**src/rtl/tpdk_pkg.sv**
```systemverilog
package tpdk_pkg;

	localparam int DIST_W = 16;
	localparam int WEIGHT_W = 16;
	localparam int IN_FRAC_BITS_DEF = 12;
	localparam int OUT_FRAC_BITS_DEF = 16;
	localparam logic [WEIGHT_W-1:0] WEIGHT_MAX = '1;

	typedef enum logic [1:0] {
		BR_ZERO,
		BR_OUTER,
		BR_INNER
	} br_t;

	typedef struct packed {
		logic vld;
		br_t br;
	} ctl_t;

endpackage

```
**src/rtl/three_point_delta_kernel_core.sv**
```systemverilog
// Three-point immersed-boundary delta kernel, fully pipelined.
// Input channel: distance (signed, IN_FRAC_BITS fraction bits) with
// distance_valid / distance_stall. Output channel: weight (unsigned,
// OUT_FRAC_BITS fraction bits) with weight_valid / weight_stall.
// One item may enter each unstalled cycle; one weight leaves per item, in order.
// The pipeline length is set mostly by the square-root pipeline, which
// resolves one root bit per stage; the root carries PREC fraction bits,
// PREC = max(OUT_FRAC_BITS + 6, IN_FRAC_BITS).
// Throughput: one item per cycle while the receiver takes results.
// When the receiver stalls, the finished weight moves into a one-entry
// skid register; distance_stall then rises (it is that register's full
// flag) and the whole pipe holds until the receiver takes the item.
// Reset clears all valid bits, the skid full flag among them; no state survives
// between items, so nothing else needs clearing.
module three_point_delta_kernel_core #(
	parameter int IN_FRAC_BITS = tpdk_pkg::IN_FRAC_BITS_DEF,
	parameter int OUT_FRAC_BITS = tpdk_pkg::OUT_FRAC_BITS_DEF
) (
	input  logic clk,
	input  logic arst_n,
	input  logic distance_valid,
	output logic distance_stall,
	input  logic signed [tpdk_pkg::DIST_W-1:0] distance,
	output logic weight_valid,
	input  logic weight_stall,
	output logic [tpdk_pkg::WEIGHT_W-1:0] weight
);

	localparam int IN = IN_FRAC_BITS;
	localparam int PREC = (OUT_FRAC_BITS + 6 > IN) ? OUT_FRAC_BITS + 6 : IN;
	localparam int UP = PREC - IN;
	localparam int DN = PREC - OUT_FRAC_BITS;
	localparam int RW = PREC + 1;
	localparam int XW = 2 * RW;
	localparam int AW = IN + 1;
	localparam int CW = (IN + 3 > 18) ? IN + 3 : 18;
	localparam int NW = PREC + 3;
	localparam int UW = OUT_FRAC_BITS + 4;
	localparam int QW = (UW > tpdk_pkg::WEIGHT_W + 1) ? UW : tpdk_pkg::WEIGHT_W + 1;
	localparam int AGW = 2 * IN + 1;
	localparam logic [UW-1:0] RECIP3 = UW'(((64'd1) << UW) / 3);

	logic en;
	logic skid_vld_q;
	logic [tpdk_pkg::WEIGHT_W-1:0] skid_w_q;

	assign en = !skid_vld_q;
	assign distance_stall = skid_vld_q;

	// stage 1: magnitude, branch, distance to the nearer lattice point
	logic [16:0] a_abs;
	logic [CW-1:0] a_ext;
	logic [CW-1:0] one_c;
	logic [CW-1:0] x_full;
	tpdk_pkg::ctl_t ctl_c;

	tpdk_pkg::ctl_t ctl_s1;
	logic [IN-1:0] x_s1;
	logic [AW-1:0] a_s1;

	always_comb begin
		a_abs = distance[tpdk_pkg::DIST_W-1] ? (~{1'b1, distance} + 17'd1)
			: {1'b0, distance};
		a_ext = CW'(a_abs);
		one_c = CW'(1) << IN;
		ctl_c.vld = distance_valid;
		if ((a_ext << 1) > (CW'(3) << IN)) begin
			ctl_c.br = tpdk_pkg::BR_ZERO;
		end else if ((a_ext << 1) > one_c) begin
			ctl_c.br = tpdk_pkg::BR_OUTER;
		end else begin
			ctl_c.br = tpdk_pkg::BR_INNER;
		end
		if (ctl_c.br == tpdk_pkg::BR_OUTER) begin
			x_full = (a_ext > one_c) ? a_ext - one_c : one_c - a_ext;
		end else begin
			x_full = a_ext;
		end
	end

	// stage 2: square
	tpdk_pkg::ctl_t ctl_s2;
	logic [2*IN-1:0] sq_c;
	logic [2*IN-1:0] sq_s2;
	logic [AW-1:0] a_s2;

	assign sq_c = x_s1 * x_s1;

	// stage 3: radicand, scaled to 2*PREC fraction bits
	tpdk_pkg::ctl_t ctl_s3;
	logic [AGW-1:0] arg_c;
	logic [XW-1:0] rad_s3;
	logic [AW-1:0] a_s3;

	assign arg_c = (AGW'(1) << (2 * IN)) - (AGW'(sq_s2) + (AGW'(sq_s2) << 1));

	// square root pipeline
	logic [RW-1:0] root_sq;
	logic [AW-1:0] a_sq;
	tpdk_pkg::ctl_t ctl_sq;

	tpdk_sqrt #(
		.RW(RW),
		.AW(AW)
	) u_sqrt (
		.clk(clk),
		.arst_n(arst_n),
		.en(en),
		.radicand(rad_s3),
		.tag_a(a_s3),
		.tag_ctl(ctl_s3),
		.root(root_sq),
		.root_a(a_sq),
		.root_ctl(ctl_sq)
	);

	// stage 4: numerator in units of 2^-PREC
	tpdk_pkg::ctl_t ctl_s4;
	logic [NW-1:0] am_c;
	logic [NW-1:0] num_c;
	logic [NW-1:0] num_s4;

	always_comb begin
		am_c = NW'(a_sq) << UP;
		case (ctl_sq.br)
			tpdk_pkg::BR_OUTER: num_c = (NW'(5) << PREC) - (am_c + (am_c << 1)) - NW'(root_sq);
			default: num_c = (NW'(1) << PREC) + NW'(root_sq);
		endcase
	end

	// stage 5: round and drop to OUT_FRAC_BITS; the /6 case takes a halving first
	tpdk_pkg::ctl_t ctl_s5;
	logic [NW:0] sum_c;
	logic [UW-1:0] t_c;
	logic [UW-1:0] u_c;
	logic [UW-1:0] u_s5;

	always_comb begin
		if (ctl_s4.br == tpdk_pkg::BR_OUTER) begin
			sum_c = (NW+1)'(num_s4) + ((NW+1)'(3) << DN);
		end else begin
			sum_c = (NW+1)'(num_s4) + ((NW+1)'(3) << (DN - 1));
		end
		t_c = UW'(sum_c >> DN);
		u_c = (ctl_s4.br == tpdk_pkg::BR_OUTER) ? (t_c >> 1) : t_c;
	end

	// stage 6: divide by 3 via reciprocal multiply (estimate low by at most one)
	tpdk_pkg::ctl_t ctl_s6;
	logic [2*UW-1:0] prod_s6;
	logic [UW-1:0] u_s6;

	// stage 7: correct quotient, saturate, zero branch
	tpdk_pkg::ctl_t ctl_s7;
	logic [UW-1:0] q0_c;
	logic [UW+1:0] r_c;
	logic [QW-1:0] q_c;
	logic [tpdk_pkg::WEIGHT_W-1:0] w_c;
	logic [tpdk_pkg::WEIGHT_W-1:0] w_s7;

	always_comb begin
		q0_c = prod_s6[2*UW-1:UW];
		r_c = (UW+2)'(u_s6) - ((UW+2)'(q0_c) + ((UW+2)'(q0_c) << 1));
		q_c = QW'(q0_c) + ((r_c >= (UW+2)'(3)) ? QW'(1) : QW'(0));
		case (ctl_s6.br)
			tpdk_pkg::BR_OUTER, tpdk_pkg::BR_INNER: begin
				if (q_c > QW'(tpdk_pkg::WEIGHT_MAX)) begin
					w_c = tpdk_pkg::WEIGHT_MAX;
				end else begin
					w_c = q_c[tpdk_pkg::WEIGHT_W-1:0];
				end
			end
			default: w_c = '0;
		endcase
	end

	always_ff @(posedge clk or negedge arst_n) begin
		if (!arst_n) begin
			ctl_s1 <= '0;
			ctl_s2 <= '0;
			ctl_s3 <= '0;
			ctl_s4 <= '0;
			ctl_s5 <= '0;
			ctl_s6 <= '0;
			ctl_s7 <= '0;
		end else if (en) begin
			ctl_s1 <= ctl_c;
			ctl_s2 <= ctl_s1;
			ctl_s3 <= ctl_s2;
			ctl_s4 <= ctl_sq;
			ctl_s5 <= ctl_s4;
			ctl_s6 <= ctl_s5;
			ctl_s7 <= ctl_s6;
		end
	end

	always_ff @(posedge clk) begin
		if (en) begin
			x_s1 <= x_full[IN-1:0];
			a_s1 <= a_ext[AW-1:0];
			sq_s2 <= sq_c;
			a_s2 <= a_s1;
			rad_s3 <= XW'(arg_c) << (2 * UP);
			a_s3 <= a_s2;
			num_s4 <= num_c;
			u_s5 <= u_c;
			prod_s6 <= u_s5 * RECIP3;
			u_s6 <= u_s5;
			w_s7 <= w_c;
		end
	end

	// skid register: catches the last stage when the receiver stalls
	always_ff @(posedge clk or negedge arst_n) begin
		if (!arst_n) begin
			skid_vld_q <= 1'b0;
		end else if (!skid_vld_q) begin
			skid_vld_q <= ctl_s7.vld & weight_stall;
		end else if (!weight_stall) begin
			skid_vld_q <= 1'b0;
		end
	end

	always_ff @(posedge clk) begin
		if (!skid_vld_q) begin
			skid_w_q <= w_s7;
		end
	end

	assign weight_valid = skid_vld_q | ctl_s7.vld;
	assign weight = skid_vld_q ? skid_w_q : w_s7;

endmodule

```
**src/rtl/tpdk_sqrt.sv**
```systemverilog
module tpdk_sqrt #(
	parameter int RW = 23,
	parameter int AW = 13
) (
	input  logic clk,
	input  logic arst_n,
	input  logic en,
	input  logic [2*RW-1:0] radicand,
	input  logic [AW-1:0] tag_a,
	input  tpdk_pkg::ctl_t tag_ctl,
	output logic [RW-1:0] root,
	output logic [AW-1:0] root_a,
	output tpdk_pkg::ctl_t root_ctl
);

	localparam int XW = 2 * RW;

	logic [XW-1:0] rem_w [0:RW-1];
	logic [RW-1:0] root_w [0:RW];
	logic [AW-1:0] a_w [0:RW];
	tpdk_pkg::ctl_t ctl_w [0:RW];

	assign rem_w[0] = radicand;
	assign root_w[0] = '0;
	assign a_w[0] = tag_a;
	assign ctl_w[0] = tag_ctl;

	// one root bit per stage, MSB first; rem holds radicand minus root squared
	for (genvar i = 0; i < RW; i++) begin : g_bit
		localparam int K = RW - 1 - i;
		logic [XW-1:0] d;
		logic [XW-1:0] rem_nx;
		logic [RW-1:0] root_nx;
		logic [RW-1:0] root_s;
		logic [AW-1:0] a_s;
		tpdk_pkg::ctl_t ctl_s;

		always_comb begin
			d = (XW'(root_w[i]) << (K + 1)) | (XW'(1) << (2 * K));
			rem_nx = rem_w[i];
			root_nx = root_w[i];
			if (rem_w[i] >= d) begin
				rem_nx = rem_w[i] - d;
				root_nx = root_w[i] | (RW'(1) << K);
			end
		end

		always_ff @(posedge clk or negedge arst_n) begin
			if (!arst_n) begin
				ctl_s <= '0;
			end else if (en) begin
				ctl_s <= ctl_w[i];
			end
		end

		always_ff @(posedge clk) begin
			if (en) begin
				root_s <= root_nx;
				a_s <= a_w[i];
			end
		end

		if (i < RW - 1) begin : g_rem
			logic [XW-1:0] rem_s;
			always_ff @(posedge clk) begin
				if (en) begin
					rem_s <= rem_nx;
				end
			end
			assign rem_w[i+1] = rem_s;
		end

		assign root_w[i+1] = root_s;
		assign a_w[i+1] = a_s;
		assign ctl_w[i+1] = ctl_s;
	end

	assign root = root_w[RW];
	assign root_a = a_w[RW];
	assign root_ctl = ctl_w[RW];

endmodule

```
**config.mk**
```make
export PLATFORM = sky130hd
export DESIGN_NAME = three_point_delta_kernel_core
export DESIGN_NICKNAME = d
export VERILOG_FILES = /design/src/rtl/tpdk_pkg.sv /design/src/rtl/three_point_delta_kernel_core.sv /design/src/rtl/tpdk_sqrt.sv
export SDC_FILE = /design/constraint.sdc
export NUM_CORES = 2
export LEC_CHECK = 0
export ABC_AREA = 1
export BUFFER_PORTS_ARGS = -buffer_cell sky130_fd_sc_hd__buf_2
export CAP_MARGIN = 5
export CELL_PAD_IN_SITES_DETAIL_PLACEMENT = 0
export CELL_PAD_IN_SITES_GLOBAL_PLACEMENT = 1
export CORE_MARGIN = 4
export CORE_UTILIZATION = 40
export DETAILED_ROUTE_END_ITERATION = 6
export PLACE_DENSITY = 0.73
export REMOVE_ABC_BUFFERS = 1
export SYNTH_ARGS = -nofsm -noshare
export SYNTH_HDL_FRONTEND = slang
export SYNTH_SLANG_ARGS = --single-unit
```
**constraint.sdc**
```tcl
create_clock -name clk -period 72.3 [get_ports clk]
set_clock_uncertainty 0.05 [all_clocks]
set_input_delay 14.46 -clock clk [delete_from_list [all_inputs] [get_ports clk]]
set_output_delay 14.46 -clock clk [all_outputs]
set_load 0.005 [all_outputs]
```
==> Word-level counts from Yosys, hierarchy flattened <==
Index checks and enable logic that the tools add are counted.
W data, S select, Z words.
{ "word_totals": {"reg_bits": 2165, "inputBits": 20, "output_inout_bits": 18} }
{ "classes": {"n_addsub": 36, "multipliers": 2, "magnitude_cmp": 28, "eq_ne": 5, "muxes": 36, "n_bitwise": 3, "n_reduce_logical": 1} }
{ "op_table": {"columns": ["cell", "count"], "rows": [
  ["$mux W46", 21],
  ["$sub A25 B25 Y25 const A", 2],
  ["$ge A46 B24 Y1", 1],
  ["$ge A46 B25 Y1", 1],
  ["$ge A46 B26 Y1", 1],
  ["$ge A46 B27 Y1", 1],
  ["$ge A46 B28 Y1", 1],
  ["$ge A46 B29 Y1", 1],
  ["$ge A46 B30 Y1", 1],
  ["$ge A46 B31 Y1", 1],
  ["$ge A46 B32 Y1", 1],
  ["$ge A46 B33 Y1", 1],
  ["$ge A46 B34 Y1", 1],
  ["$ge A46 B35 Y1", 1],
  ["$ge A46 B36 Y1", 1],
  ["$ge A46 B37 Y1", 1],
  ["$ge A46 B38 Y1", 1],
  ["$ge A46 B39 Y1", 1],
  ["$ge A46 B40 Y1", 1],
  ["$ge A46 B41 Y1", 1],
  ["$ge A46 B42 Y1", 1],
  ["$ge A46 B43 Y1", 1],
  ["$ge A46 B44 Y1", 1],
  ["$ge A46 B45 Y1", 1],
  ["58 further kinds", 66]
]} }

==> Depth between registers and ports, before layout <==
{ "logic_depth": {"ltp_word": 8, "mapped_depth": 30} }

==> Modules after synthesis <==
Synthesis repeated with hierarchy kept, for this count alone.
{ "unflattened": {"hier_cells": 11489, "hier_area_um2": 107579.4} }
{ "modules_own_cells": {"columns": ["mod", "instances", "cells_each", "area_each_um2", "seq_area_each_um2"], "rows": [
  ["tpdk_sqrt", 1, 8672, 82818.2, 49382.4],
  ["three_point_delta_kernel_core", 1, 2817, 24761.2, 6526.3]
]} }

==> Worst setup path after synthesis <==
No wires, ideal clock.
{ "synth_timing": {"path_kind": "flip-flop to output port", "startpoint": "register skid_vld_q (netlist: distance_stall)", "endpoint": "output weight[10] in the netlist's numbering", "arrival_ns": 39.328, "required_time_ns": 57.790, "path_slack_ns": 18.462, "path_stages_with_launch": 6, "path_buffers": 2, "cell_sequence": "dfrtp_1 clkbuf_1 inv_1 clkbuf_1 nand2_1 nand2_1"} }
{ "synth_between": {"elab_chain_cells": 1} }
{ "synth_rtl": {"columns": ["element", "line", "source"], "rows": [
  ["start, declared", "three_point_delta_kernel_core.sv:44", "logic skid_vld_q;"],
  ["start signal, assigned", "three_point_delta_kernel_core.sv:218", "skid_vld_q <= ctl_s7.vld & weight_stall;"],
  ["$mux W16", null, null],
  ["end, declared", "three_point_delta_kernel_core.sv:26", "output logic [tpdk_pkg::WEIGHT_W-1:0] weight"]
]} }
Every way passes these cells.

==> Worst setup path after layout <==
{ "layout_timing": {"startpoint": "register skid_vld_q (netlist: distance_stall)", "endpoint": "output weight[14] in the netlist's numbering"} }
The elaborated chain is that of the path after synthesis.

==> out/metrics.yaml <==
status:
  status: "finished, final reports clean"
sta:
  fin_tns_setup_ps: 0
  rsz0062_at_grt: "false"
  worstMarginPinSlew_ps: 1120
  post-route-period-util: 0.245
  max_freq_mhz: 56.4
  setup_viol: 0
  final_hold_viol_count: 0
  slew_violations: 0
  relSlewSlack: 0.252
  period_minus_slack_ps: 17720
detailed_routing:
  vias_per_cell: 4.94
  wl_per_cell_um: 16.9
  routed-via-count: 58400
  antenna_left: 0
  wl_mm: 200
  drtPass1Iterations: 5
  drc: 0
  drtIter0Drc: 3516
logic_synthesis:
  synth.yosys.seq_area_share: 0.510
  ys.flop_type: "edfxtp_1"
  syn_area_um2: 87000
  yosysTopAreaCell: "edfxtp_1"
  synth.most_common_cell: "nand2_1"
  synth_cell_type_count: 71
  synth-edff-count: 1394
  yosys_warnings: 0
  synth-seq-cells: 1499
  synth.cells.most_frequent: "1685 x nand2_1, 1394 x edfxtp_1, 1388 x inv_1"
  synthCells: 8706
  synthTopCellsByArea: "edfxtp_1 48%, ha_1 8.9%, nand2_1 7.3%"
  synth_async_sr_flop_share: 0.0594
  syn_area_per_cell_um2: 10.0
  yosysTopAreaCellShare: 0.481
setup_path:
  r2r-start: "u_s5[1]"
  cp.required_ps: 57790
  path_class: "reg2out"
  rr_worst_depth: 18
  start_kind: "flop"
  worstPathArrival_ps: 3210
  r2r-end: "prod_s6[34]"
  path_max_fanout: 129
  critPathCaptureType: "output pin"
  ff2ff_setup_slack_ps: 66260
clock_network:
  clkLatencyLatePin_ps: 820
  cts_resized: 0
  htree_num_levels: 4
  numCtsBuffers: 162
  cts_tree: "built"
  ctsRootBufferMaster: "clkbuf_16"
  postCtsSetupBuffers: 0
  cts.path.max_buffers: 3
  path_clk_slew_ps: 60
  cts_sinks: 1499
  ctsHoldBuffers: 0
die:
  initial_core_util: 0.404
  die_h_um: 474
  die_area_um2: 225000
  ios: 38
  rows: 170
  fp.dieW_um: 474
  coreArea_um2: 215000
hold_path:
  hold_path_class: "reg2reg"
  holdPathEnd: "u_sqrt.g_bit[6].a_s[10]"
  hold_depth: 0
  min-delay-start: "u_sqrt.g_bit[5].a_s[10]"
layout:
  layout.nets: 9710
  syn_to_final_growth_pct: 10.4
  drive_gt1_frac: 0.0513
  fill_cells: 20400
grt:
  grt_pass1_wl_mm: 321
  antenna_found_initial: 3
  grt_pass1_vias: 59500
  grt_remaining_overflow: 0
  track_usage: 0.178
  grt_max_degree: 177
run:
  maxCapViolations: 0
placed_design:
  place.gp.congestion: 0.882
  dp_hpwl_mm: 156
  io_buffers: 37
-- metrics by stage --
stage	cells	setup WS (ps)	area [µm²]	hold WS [ps]	utilization
final	11800	54580	96100	350	0.446
after detailed placement	11500	55010	90500	355	0.420
after global routing	11800	54290	96100	354	0.446
after CTS	11800	54450	96100	340	0.446
after global placement	11500	54970	90500	350	0.420
after floorplan	8607	27180	86500	350	-
-- logic make-up (layout without fill, tap and decap cells) --
group | count (synthesis) | count (layout) | share of synthesized area
and+or+nand+nor | 3155 | 3155 | 0.153
buffers and inverters | 1507 | 1763 | 0.0666
DFF | 1499 | 1499 | 0.510
AOI/OAI and AO/OA | 1182 | 1182 | 0.0746
adders and majority gates | 861 | 861 | 0.145
xor gates and xnor gates | 497 | 497 | 0.0500
muxes | 4 | 4 | 0.000503
other | 1 | 6 | 0.0000431
-- placed cells by master, fill, tap and decap left out, types with 244 or more instances in the layout --
cell type     n
nand3_1     270
xor2_1      263
edfxtp_1   1394
ha_1        617
fa_1        244
o21ai_0     475
inv_1      1387
nand2_1    1685
a21oi_1     453
nor2_1      753
-- sequential cells by signal, summed over array words and instances, names as in the netlist, 12 cells and up --
signal	count
sq_s2	23
num_s4	20
x_s1	12
w_s7	16
u_s6	20
u_sqrt.g_bit.root_s	253
u_sqrt.g_bit.g_rem.rem_s	629
u_sqrt.ctl_w	66
skid_w_q	16
rad_s3	23
u_s5	20
prod_s6	19
a_s3	13
u_sqrt.root_a	13
a_s2	12
u_sqrt.g_bit.a_s	286
a_s1	12
u_sqrt.root	23
-- routing by layer --
metal	track usage	routed length, µm	vias to the layer above
li1	-	-	29300
met1	0.221	85900	27900
met2	0.322	102000	858
met3	0.0214	5460	298
met4	0.0556	5870	2
met5	0	7	-
-- critical path, cell delays in order, from the launching register on --
cell	delay, ps
dfrtp_4	580
inv_8	650
buf_4	770
nand2_1	130
nand2_1	120
buf_2	120
-- worst max-delay path by stage --
stage | from | end | slack [ps] | depth (start not counted)
2_1_floorplan | distance_stall | weight[0] | 27180 | 3
3_3_place_gp | distance[0] | x_s1[11] | 54970 | 18
3_5_place_dp | distance[0] | x_s1[11] | 55010 | 18
4_1_cts | distance_stall | weight[8] | 54450 | 5
5_1_grt | distance_stall | weight[12] | 54290 | 5
6_report | distance_stall | weight[14] | 54580 | 5
-- final cells by class --
class	instances	area (µm²)	area share
Sequential cell	1499	44400	0.462
Timing Repair Buffer	58	383	0.00398
Multi-Input combinational cell	5701	36800	0.383
Tap cell	2838	3550	0.0370
Antenna cell	4	10.0	0.000104
Inverter	1407	5290	0.0551
Clock inverter	99	1260	0.0131
Clock buffer	199	4350	0.0452
Power is not shown: default switching activity piles up to over one toggle a cycle in this logic, so the estimate is an artifact.
